**src/hdl/rpd_pkg.sv**
```systemverilog
// ----------------------------------------------------------------------------
// rpd_pkg
// Shared types, character codes and the hex digit decoder for the packet
// deframer.
// ----------------------------------------------------------------------------
package rpd_pkg;

   localparam int unsigned CapWidth   = 13;
   localparam int unsigned CountWidth = 12;

   localparam logic [CapWidth-1:0] CapReset = 13'd1200;
   localparam logic [CapWidth-1:0] CapMax   = 13'd4096;

   localparam logic [7:0] ChStart = 8'h24;
   localparam logic [7:0] ChEnd   = 8'h23;
   localparam logic [7:0] ChAck   = 8'h2B;
   localparam logic [7:0] ChNak   = 8'h2D;

   typedef enum logic [1:0] {
      PH_HUNT = 2'd0,
      PH_DATA = 2'd1,
      PH_HI   = 2'd2,
      PH_LO   = 2'd3
   } phase_type;

   typedef struct packed {
      logic [CountWidth-1:0] payload_length;
      logic                  checksum_ok;
      logic                  is_ack;
      logic [7:0]            out_byte;
   } res_type;

   // bit 4 set marks a character that is not a hex digit
   function automatic logic [4:0] digit_of(input logic [7:0] ch);
      logic [4:0] d;
      d = 5'h10;
      if (ch >= 8'h30 && ch <= 8'h39) begin
         d = 5'(ch - 8'h30);
      end else if (ch >= 8'h61 && ch <= 8'h66) begin
         d = 5'(ch - 8'h61 + 8'd10);
      end else if (ch >= 8'h41 && ch <= 8'h46) begin
         d = 5'(ch - 8'h41 + 8'd10);
      end
      return d;
   endfunction

endpackage

```
**src/hdl/rsp_packet_deframer.sv**
```systemverilog
// ----------------------------------------------------------------------------
// rsp_packet_deframer
// An accepted character passes the input register, then the result register,
// on its way to rsp_. Throughput: one character per cycle unless rsp_tready
// stalls, set by the input register, the state machine and the result register.
// Reset: synchronous; hunts for '$', capacity register returns to 1200.
// ----------------------------------------------------------------------------
module rsp_packet_deframer (
   input  logic                         clock,
   input  logic                         reset,
   input  logic                         req_tvalid,
   output logic                         req_tready,
   input  logic [7:0]                   req_tdata,  // [7:0] rx_byte
   output logic                         rsp_tvalid,
   input  logic                         rsp_tready,
   output logic [23:0]                  rsp_tdata,  // [7:0] out_byte, [8] checksum_ok,
                                                    // [20:9] payload_length, [23:21] zero
   output logic                         rsp_tuser,  // [0] is_ack
   input  logic                         csr_valid,
   output logic                         csr_ready,
   input  logic [rpd_pkg::CapWidth-1:0] csr_wdata   // buffer_capacity
);
   import rpd_pkg::*;

   logic [CapWidth-1:0] cap_ff;
   logic                res_valid;
   logic                res_ready;
   res_type             res;
   res_type             out_res;

   assign csr_ready = 1'b1;

   always_ff @(posedge clock) begin
      if (reset) begin
         cap_ff <= CapReset;
      end else if (csr_valid) begin
         cap_ff <= csr_wdata;
      end
   end

   rpd_core u_core (
      .clock     (clock),
      .reset     (reset),
      .in_valid  (req_tvalid),
      .in_ready  (req_tready),
      .in_byte   (req_tdata),
      .capacity  (cap_ff),
      .res_valid (res_valid),
      .res_ready (res_ready),
      .res       (res)
   );

   rpd_out_stage u_out (
      .clock     (clock),
      .reset     (reset),
      .res_valid (res_valid),
      .res_ready (res_ready),
      .res       (res),
      .out_valid (rsp_tvalid),
      .out_ready (rsp_tready),
      .out_res   (out_res)
   );

   assign rsp_tdata = {3'b000, out_res.payload_length, out_res.checksum_ok, out_res.out_byte};
   assign rsp_tuser = out_res.is_ack;

endmodule

```
**src/hdl/rpd_core.sv**
```systemverilog
// ----------------------------------------------------------------------------
// rpd_core
// Input register, framing state machine, checksum and length tracking.
// Produces at most one result per character.
// ----------------------------------------------------------------------------
module rpd_core (
   input  logic                               clock,
   input  logic                               reset,
   input  logic                               in_valid,
   output logic                               in_ready,
   input  logic [7:0]                         in_byte,
   input  logic [rpd_pkg::CapWidth-1:0]       capacity,
   output logic                               res_valid,
   input  logic                               res_ready,
   output rpd_pkg::res_type                   res
);
   import rpd_pkg::*;

   logic                  in_valid_ff, in_valid_in;
   logic [7:0]            in_byte_ff;
   phase_type             phase_ff, phase_in;
   logic [7:0]            sum_ff, sum_in;
   logic [CountWidth-1:0] count_ff, count_in;
   logic [4:0]            nibble_ff, nibble_in;

   logic                  step;
   logic [CapWidth-1:0]   cap_eff;
   logic                  room;
   logic [4:0]            lo_digit;
   logic [3:0]            hi_value;
   logic [7:0]            want;
   logic                  ok;

   assign cap_eff  = (capacity > CapMax) ? CapMax : capacity;
   assign room     = ({1'b0, count_ff} + 13'd1) < cap_eff;
   assign lo_digit = digit_of(in_byte_ff);
   assign hi_value = nibble_ff[4] ? 4'hF : nibble_ff[3:0];
   assign want     = lo_digit[4] ? 8'hFF : {hi_value, lo_digit[3:0]};
   assign ok       = (want == sum_ff);

   assign step     = in_valid_ff && (res_ready || !res_valid);
   assign in_ready = !in_valid_ff || step;

   always_comb begin
      in_valid_in = in_valid_ff;
      if (in_ready) begin
         in_valid_in = in_valid;
      end
   end

   // next state
   always_comb begin
      phase_in = phase_ff;
      if (step) begin
         case (phase_ff)
            PH_HUNT: if (in_byte_ff == ChStart) phase_in = PH_DATA;
            PH_DATA: if (in_byte_ff == ChEnd) phase_in = PH_HI;
            PH_HI:   phase_in = PH_LO;
            PH_LO:   phase_in = PH_HUNT;
            default: phase_in = PH_HUNT;
         endcase
      end
   end

   // outputs and datapath
   always_comb begin
      sum_in     = sum_ff;
      count_in   = count_ff;
      nibble_in  = nibble_ff;
      res_valid  = 1'b0;
      res        = '0;
      res.out_byte = in_byte_ff;
      case (phase_ff)
         PH_HUNT: begin
            if (in_byte_ff == ChStart) begin
               sum_in    = '0;
               count_in  = '0;
               nibble_in = '0;
            end
         end
         PH_DATA: begin
            if (in_byte_ff != ChEnd) begin
               sum_in    = sum_ff + in_byte_ff;
               res_valid = in_valid_ff && room;
               if (room) begin
                  count_in = count_ff + 12'd1;
               end
            end
         end
         PH_HI: begin
            nibble_in = lo_digit;
         end
         PH_LO: begin
            res_valid          = in_valid_ff;
            res.out_byte       = ok ? ChAck : ChNak;
            res.is_ack         = 1'b1;
            res.checksum_ok    = ok;
            res.payload_length = count_ff;
         end
         default: begin
         end
      endcase
   end

   always_ff @(posedge clock) begin
      if (reset) begin
         in_valid_ff <= 1'b0;
         phase_ff    <= PH_HUNT;
         sum_ff      <= '0;
         count_ff    <= '0;
         nibble_ff   <= '0;
      end else begin
         in_valid_ff <= in_valid_in;
         phase_ff    <= phase_in;
         if (step) begin
            sum_ff    <= sum_in;
            count_ff  <= count_in;
            nibble_ff <= nibble_in;
         end
      end
   end

   always_ff @(posedge clock) begin
      if (in_ready) begin
         in_byte_ff <= in_byte;
      end
   end

   a_ack_only_in_lo: assert property (@(posedge clock) disable iff (reset)
      (res_valid && res.is_ack) |-> (phase_ff == PH_LO))
      else $error("ack result outside second checksum digit");

   a_hunt_after_ack: assert property (@(posedge clock) disable iff (reset)
      (step && phase_ff == PH_LO) |=> (phase_ff == PH_HUNT))
      else $error("no return to hunting after ack");

   a_count_tracks_emit: assert property (@(posedge clock) disable iff (reset)
      (step && res_valid && !res.is_ack) |=> (count_ff == $past(count_ff) + 12'd1))
      else $error("byte count out of step with emitted payload");

   a_count_below_cap: assert property (@(posedge clock) disable iff (reset)
      (step && res_valid && !res.is_ack) |-> ({1'b0, count_ff} + 13'd1 < cap_eff))
      else $error("payload byte emitted beyond capacity");

endmodule

```
**src/hdl/rpd_out_stage.sv**
```systemverilog
// ----------------------------------------------------------------------------
// rpd_out_stage
// Result register: holds one result until the downstream side takes it.
// ----------------------------------------------------------------------------
module rpd_out_stage (
   input  logic             clock,
   input  logic             reset,
   input  logic             res_valid,
   output logic             res_ready,
   input  rpd_pkg::res_type res,
   output logic             out_valid,
   input  logic             out_ready,
   output rpd_pkg::res_type out_res
);
   import rpd_pkg::*;

   logic    valid_ff, valid_in;
   res_type res_ff;

   assign res_ready = !valid_ff || out_ready;
   assign out_valid = valid_ff;
   assign out_res   = res_ff;

   always_comb begin
      valid_in = valid_ff;
      if (res_ready) begin
         valid_in = res_valid;
      end
   end

   always_ff @(posedge clock) begin
      if (reset) begin
         valid_ff <= 1'b0;
      end else begin
         valid_ff <= valid_in;
      end
   end

   always_ff @(posedge clock) begin
      if (res_ready && res_valid) begin
         res_ff <= res;
      end
   end

endmodule
```
**config.mk**
```make
export PLATFORM = sky130hd
export DESIGN_NAME = rsp_packet_deframer
export DESIGN_NICKNAME = d
export VERILOG_FILES = /design/src/hdl/rpd_pkg.sv /design/src/hdl/rsp_packet_deframer.sv /design/src/hdl/rpd_core.sv /design/src/hdl/rpd_out_stage.sv
export SDC_FILE = /design/constraint.sdc
export NUM_CORES = 1
export LEC_CHECK = 0
export BUFFER_PORTS_ARGS = -buffer_cell sky130_fd_sc_hd__buf_2
export CAP_MARGIN = 15
export CELL_PAD_IN_SITES_DETAIL_PLACEMENT = 1
export CELL_PAD_IN_SITES_GLOBAL_PLACEMENT = 1
export CORE_MARGIN = 4
export CORE_UTILIZATION = 48
export CTS_CLUSTER_DIAMETER = 30
export DETAILED_ROUTE_END_ITERATION = 10
export GPL_TIMING_DRIVEN = 0
export PLACE_DENSITY_LB_ADDON = 0.1
export SKIP_LAST_GASP = 1
export SLEW_MARGIN = 20
export SYNTH_ARGS = -nofsm -noshare
export SYNTH_HDL_FRONTEND = slang
export SYNTH_SLANG_ARGS = --single-unit
```
**constraint.sdc**
```tcl
create_clock -name clock -period 6.3 [get_ports clock]
set_clock_uncertainty 0.15 [all_clocks]
set_input_delay 1.26 -clock clock [delete_from_list [all_inputs] [get_ports clock]]
set_output_delay 1.26 -clock clock [all_outputs]
set_load 0.03 [all_outputs]
```
==> results.md, run 1 <==
- Run status: completed
- Remaining DRCs: 0
- Synthesized instance count: 408
- Switching power share of the total: 0.237
- Gpl congestion: 0.851
- Max cap viols: 0
- CP Class: flip-flop to primary output
- Mean post-synth cell area: 9.75 sq um
- DR iter-0 viols: 127
- HP Class: flip-flop to flip-flop
- CP max-delay cell: nor4_1
- Worst reg2reg endpoint: u_core.count_ff[7]$_SDFFE_PP0P_
- Post-synth top flop: dfxtp_1
- First-pass GRT wire length: about 17 mm
- Post-synth top area cell: edfxtp_1
- Max frequency: 183 MHz
- WL per Instance: between 15 and 20 um
- Root buf cell: clkbuf_8
- Vias in the first global route: 3433
- Cells on worst reg2reg path: 14
- Worst Tran Pin Value: between 600 and 700 ps
- NetSw: about 0.24 mW
- Vias per cell: 5.67
- Worst-path clk slew: 90 ps
- CP Cell Sequence: ha_1, nand3_1, inv_1, nand3_1, xnor2_1, ha_1, a211oi_1, o22ai_1, nor4_1, o21a_1, o21ai_0, or2_2, buf_2
- Maximum VDD drop: 0.000104 V
- Cell row count: 32
- Fin crit period: 5460 ps
- Final Hold Viols: 0
- Critical Path Source Type: flip-flop
- CTS Hold Bufs: 0
- TNS Setup: 0 ps
- DRT Wirelength: between 10 and 15 mm
- Overflow after GRT: 0
- EDFF count, synth: 30
- Synth unique cells: 61
- Worst slew margin: 0.572
- Die Footprint: 0.00981 sq mm
- Clock sink count: 72
- Clk pwr share: 0.450
- CP Launch Point: u_core.count_ff[0]$_SDFFE_PP0P_
- Setup WS pre-CTS: 1250 ps
- Yosys warns: 0
- FF-to-FF Start: u_core.count_ff[0]$_SDFFE_PP0P_
- Leak pwr: ~1.9 nW
- Pins over their slew limit: 0
- Commonest cells after routing, fill and taps aside: buf_2 (49), nand2_1 (42), dfxtp_1 (42)
- Initial antenna violation count: 0
- CTS resizes: 0
- Initial Utilization: 0.504
- Setup ws final: 842 ps
- Commonest non-fill, non-tap cell in the layout: buf_2
- Die height: 99.0 um
- Layout cells sized above 1: 0.194
- Synthesized cell area: between 0.003 and 0.004 sq mm
- Max Root-Sink Buffers: 2
- Req. time, crit path: 4890 ps
- Worst reg2reg setup slack: approximately 2100 ps
- Post-CTS Setup Bufs: 0
- H-tree levels: 3
- Worst Path Max Fanout: 10
- Final setup viols: 0
- Via count: 3265
- Global Route Usage Sum: 0.223
- FF+latch count, synth: between 70 and 80
- CTS tree: yes
- Sequential share of power: 0.484
- RSZ-0062 raised after global routing: false
- Clk_lat worst skew: 360 ps
- DPL Wire Length: 7.80 mm
- P_int: 0.788 mW
- First drt pass iteration count: 4
- # IOs: 54
- Area Overhead vs Synth: 15.9%
- Sequential area share after synthesis: 0.438
- Post-synth ARST share: 0
- CTS Buf Count: 9
- Largest net degree at the start of global routing: 15
- DIE WIDTH: 99.0 um
- Post-route ant nets: 0
- Worst path arrival time: between 4000 and 5000 ps
- Area contributors post-synth: edfxtp_1 (23%), dfxtp_1 (21%), ha_1 (8.8%)
- Part of the power in combinational logic: 0.066
- Pwr/cell area: 224 mW/mm^2
- Slowest stage delay, CP: 500 ps
- Core footprint: 0.00789 sq mm
- Hold_sp: u_core.nibble_ff[4]$_SDFFE_PP0P_
- Critical path endpoint category: primary output
- # diodes: 0
- Post-layout net count: 524
- Yosys top cell area share: 0.226
- CP endpoint: req_tready
- Port bufs: 47
- Fin crit share: 0.866
[final cells by class]
cell class	instances	area [sq um]
fill	914	3280
clock inverter	7	125
multi-input combinational	303	2090
clock buffer	9	124
inverter	15	56.3
sequential	72	1740
buffer	20	96.3
timing repair buffer	48	246
tap	102	128
[worst min-delay path by stage]
stage	end	cells past startpoint
2_1_floorplan	u_core.nibble_ff[4]$_SDFFE_PP0P_	2
3_3_place_gp	u_core.nibble_ff[4]$_SDFFE_PP0P_	2
3_5_place_dp	u_core.nibble_ff[4]$_SDFFE_PP0P_	2
4_1_cts	u_core.nibble_ff[4]$_SDFFE_PP0P_	2
5_1_grt	u_core.nibble_ff[4]$_SDFFE_PP0P_	2
6_report	u_core.nibble_ff[4]$_SDFFE_PP0P_	2
[synth_stat cells (all sizes together) (7+ instances only)]
library cell,count
ha,28
edfxtp,30
buf,8
a21oi,32
nand3,19
xnor2,16
nor2b,9
dfxtp,42
clkbuf,12
mux2i,12
a21o,7
nand2,42
and2,13
nor2,29
nand2b,13
inv,15
[registers in the layout, indices dropped and copies added, names as in the netlist]
signal,count
u_core.nibble_ff,5
u_out.out_valid,1
u_out.out_res,22
u_core.phase_ff,2
u_core.sum_ff,8
u_core.in_valid_ff,1
u_core.in_byte_ff,8
u_core.count_ff,12
cap_ff,13
[critical path: cells and delay by family, from the launching register on]
family                     cells  cell delay (ps)
AOI/OAI and AO/OA              4              680
buffers and inverters          2              390
DFF                            1              490
and+or+nand+nor                4             1230
adders and majority gates      2              580
xor gates and xnor gates       1              320
[power by group through the flow]
stage | clock network [mW] | registers (mW) | logic, mW
CTS | 0.467 | 0.500 | 0.0682
floorplan | 0 | 0.507 | 0.0470
finish | 0.464 | 0.500 | 0.0680
global route | 0.489 | 0.501 | 0.0763
detailed placement | 0 | 0.510 | 0.0666
global placement | 0 | 0.510 | 0.0634
[routing by layer]
layer / part of all wire / up-vias / GRT usage / wire length, um
met5: 0 / - / 0 / 0
met4: 0.020 / 0 / 0.0819 / 213
met3: 0.056 / 21 / 0.0318 / 590
met2: 0.45 / 83 / 0.356 / 4750
met1: 0.47 / 1592 / 0.308 / 4940
li1: - / 1569 / - / -
[stage by stage]
step           std cells   util  hold slack [ps]  instance area (sq um)  power (mW)
2_1_floorplan        410      -              292                   3990       0.554
3_3_place_gp         559  0.551              312                   4350       0.574
3_5_place_dp         560  0.553              325                   4360       0.577
4_1_cts              576  0.585              337                   4610        1.04
5_1_grt              576  0.585              372                   4610        1.07
6_report             576  0.585              337                   4610        1.03
[kinds of logic (layout without fill, tap and decap cells)]
kind of cell               Yosys count  in the layout  share of synthesized area
AOI/OAI and AO/OA                   80             80                      0.148
xor gates and xnor gates            21             21                     0.0462
adders and majority gates           29             29                     0.0931
buffers and inverters               35             99                     0.0384
DFF                                 72             72                      0.438
muxes                               12             12                     0.0302
other                                2              4                    0.00189
and+or+nand+nor                    157            157                      0.204
Note: power is estimated with default switching activity, not from simulation.
==> run 2, diff against run 1 <==
RECOVER_POWER = 25   (was default)
==> results.md, run 2 (synthesis results as in run 1) <==
- Run status: completed
- CTS resizes: 0
- Commonest cells after routing, fill and taps aside: buf_2 (47), nand2_1 (42), dfxtp_1 (42)
- Part of the power in combinational logic: 0.066
- TNS Setup: 0 ps
- Die Footprint: 0.00981 sq mm
- CTS Buf Count: 9
- Hold_sp: u_core.nibble_ff[4]$_SDFFE_PP0P_
- Gpl congestion: 0.851
- Sequential share of power: 0.485
- Worst reg2reg endpoint: u_core.count_ff[10]$_SDFFE_PP0P_
- CTS tree: yes
- Initial antenna violation count: 0
- Final setup viols: 0
- Cell row count: 32
- DRT Wirelength: 10.5 mm
- Worst Tran Pin Value: 630 ps
- Hold Path Stages: 2
- HP Class: flip-flop to flip-flop
- Worst path arrival time: 4030 ps
- Core footprint: 0.00789 sq mm
- Worst-path clk slew: 90 ps
- Number of flip-flops in the largest register: 22
- H-tree levels: 3
- Clock sink count: 72
- Pwr/cell area: 224 mW/mm^2
- Largest net degree at the start of global routing: 15
- Vias per cell: 5.68
- Max frequency: about 180 MHz
- Req. time, crit path: 4890 ps
- WHS Endpoint: u_core.nibble_ff[4]$_SDFFE_PP0P_
- Fin crit share: 0.864
- Post-route ant nets: 0
- Worst slew margin: 0.576
- Max Root-Sink Buffers: 2
- WL per Instance: 18.2 um
- Worst reg2reg setup slack: about 2100 ps
- DPL Wire Length: 7.80 mm
- First-pass GRT wire length: 17.5 mm
- FF-to-FF Start: u_core.count_ff[0]$_SDFFE_PP0P_
- Final Hold Viols: 0
- Util after Layout: 0.584
- Switching power share of the total: 0.236
- Commonest non-fill, non-tap cell in the layout: buf_2
- Layout cells sized above 1: 0.190
- Post-CTS Setup Bufs: 0
- Clk pwr share: 0.449
- Global Route Usage Sum: 0.223
- Die height: 99.0 um
- Port bufs: 47
- Area Overhead vs Synth: 15.8%
- P_int: 0.788 mW
- Dpl cells: 560
- RSZ-0062 raised after global routing: false
- NetSw: 0.243 mW
- Remaining DRCs: 0
- CTS Hold Bufs: 0
- Non-Filler Instances: ~580
- Post-layout net count: 524
- Fin crit period: 5440 ps
- Critical Path Source Type: flip-flop
- DIE WIDTH: about 99 um
- Clk_lat worst skew: 360 ps
- Initial Utilization: 0.504
- Root buf cell: clkbuf_8
- DR iter-0 viols: 111
- CP Class: flip-flop to primary output
- Overflow after GRT: 0
- Via count: 3272
- Worst Path Max Fanout: 10
- Maximum VDD drop: ~0.00010 V
- Leak pwr: 1.91 nW
- Critical path endpoint category: primary output
- Max cap viols: 0
- Pins over their slew limit: 0
- Cells on worst reg2reg path: 14
- Hold_ws: 337 ps
- First drt pass iteration count: 4
- # diodes: 0
- Vias in the first global route: about 3400
- # IOs: 54
==> run 2: changes by cell type in the layout (fill, tap and decap cells not counted), sizes merged <==
| cell | previous run | this run |
|---|---|---|
| buf | 56 | 53 |
| clkbuf | 21 | 24 |
==> run 2: worst max-delay path, cell delays in order, from the launching register on <==
cell      delay [ps]
dfxtp_1          490
ha_1             270
nand3_1          180
inv_1            160
nand3_1          100
xnor2_1          310
ha_1             310
a211oi_1         200
o22ai_1          110
nor4_1           490
o21a_1           210
o21ai_0          150
or2_2            450
buf_2            220
==> run 2: layout make-up <==
type	count	area (sq um)
Clock inverter	7	125
Clock buffer	9	124
Timing Repair Buffer	48	244
Sequential cell	72	1740
Multi-Input combinational cell	303	2090
Buffer	20	96.3
Fill cell	915	3280
Tap cell	102	128
Inverter	15	56.3
==> run 2: power by group through the flow <==
stage | Clock (mW) | Combinational [mW] | Sequential, mW
after floorplan | 0 | 0.0470 | 0.507
after CTS | 0.467 | 0.0682 | 0.500
after detailed placement | 0 | 0.0666 | 0.510
final | 0.463 | 0.0678 | 0.500
after global routing | 0.489 | 0.0761 | 0.501
after global placement | 0 | 0.0634 | 0.510
==> run 2: routing by layer <==
| layer | up-vias | global-route usage | share of wire |
|---|---|---|---|
| li1 | 1567 | - | - |
| met1 | 1593 | 0.308 | 0.48 |
| met2 | 90 | 0.356 | 0.46 |
| met3 | 22 | 0.0318 | 0.046 |
| met4 | 0 | 0.0819 | 0.023 |
| met5 | - | 0 | 0 |
==> run 2: through the flow <==
step / power (mW) / worst slack [ps] / cell area (sq um)
after floorplan: 0.554 / 2100 / 3990
after global placement: 0.574 / 1410 / 4350
after detailed placement: 0.577 / 1250 / 4360
after CTS: 1.04 / 852 / 4610
after global routing: 1.07 / 492 / 4610
final: 1.03 / 859 / 4610
==> run 2: how the worst max path moves through the flow <==
stage / endpoint / cells after the start / start / slack [ps]
detailed placement: req_tready / 13 / u_core.count_ff[0]$_SDFFE_PP0P_ / 1250
global placement: req_tready / 13 / u_core.count_ff[0]$_SDFFE_PP0P_ / 1410
floorplan: req_tready / 12 / u_core.count_ff[0]$_SDFFE_PP0P_ / 2100
global route: req_tready / 13 / u_core.count_ff[3]$_SDFFE_PP0P_ / 490
finish: req_tready / 13 / u_core.count_ff[0]$_SDFFE_PP0P_ / 860
CTS: req_tready / 13 / u_core.count_ff[0]$_SDFFE_PP0P_ / 850
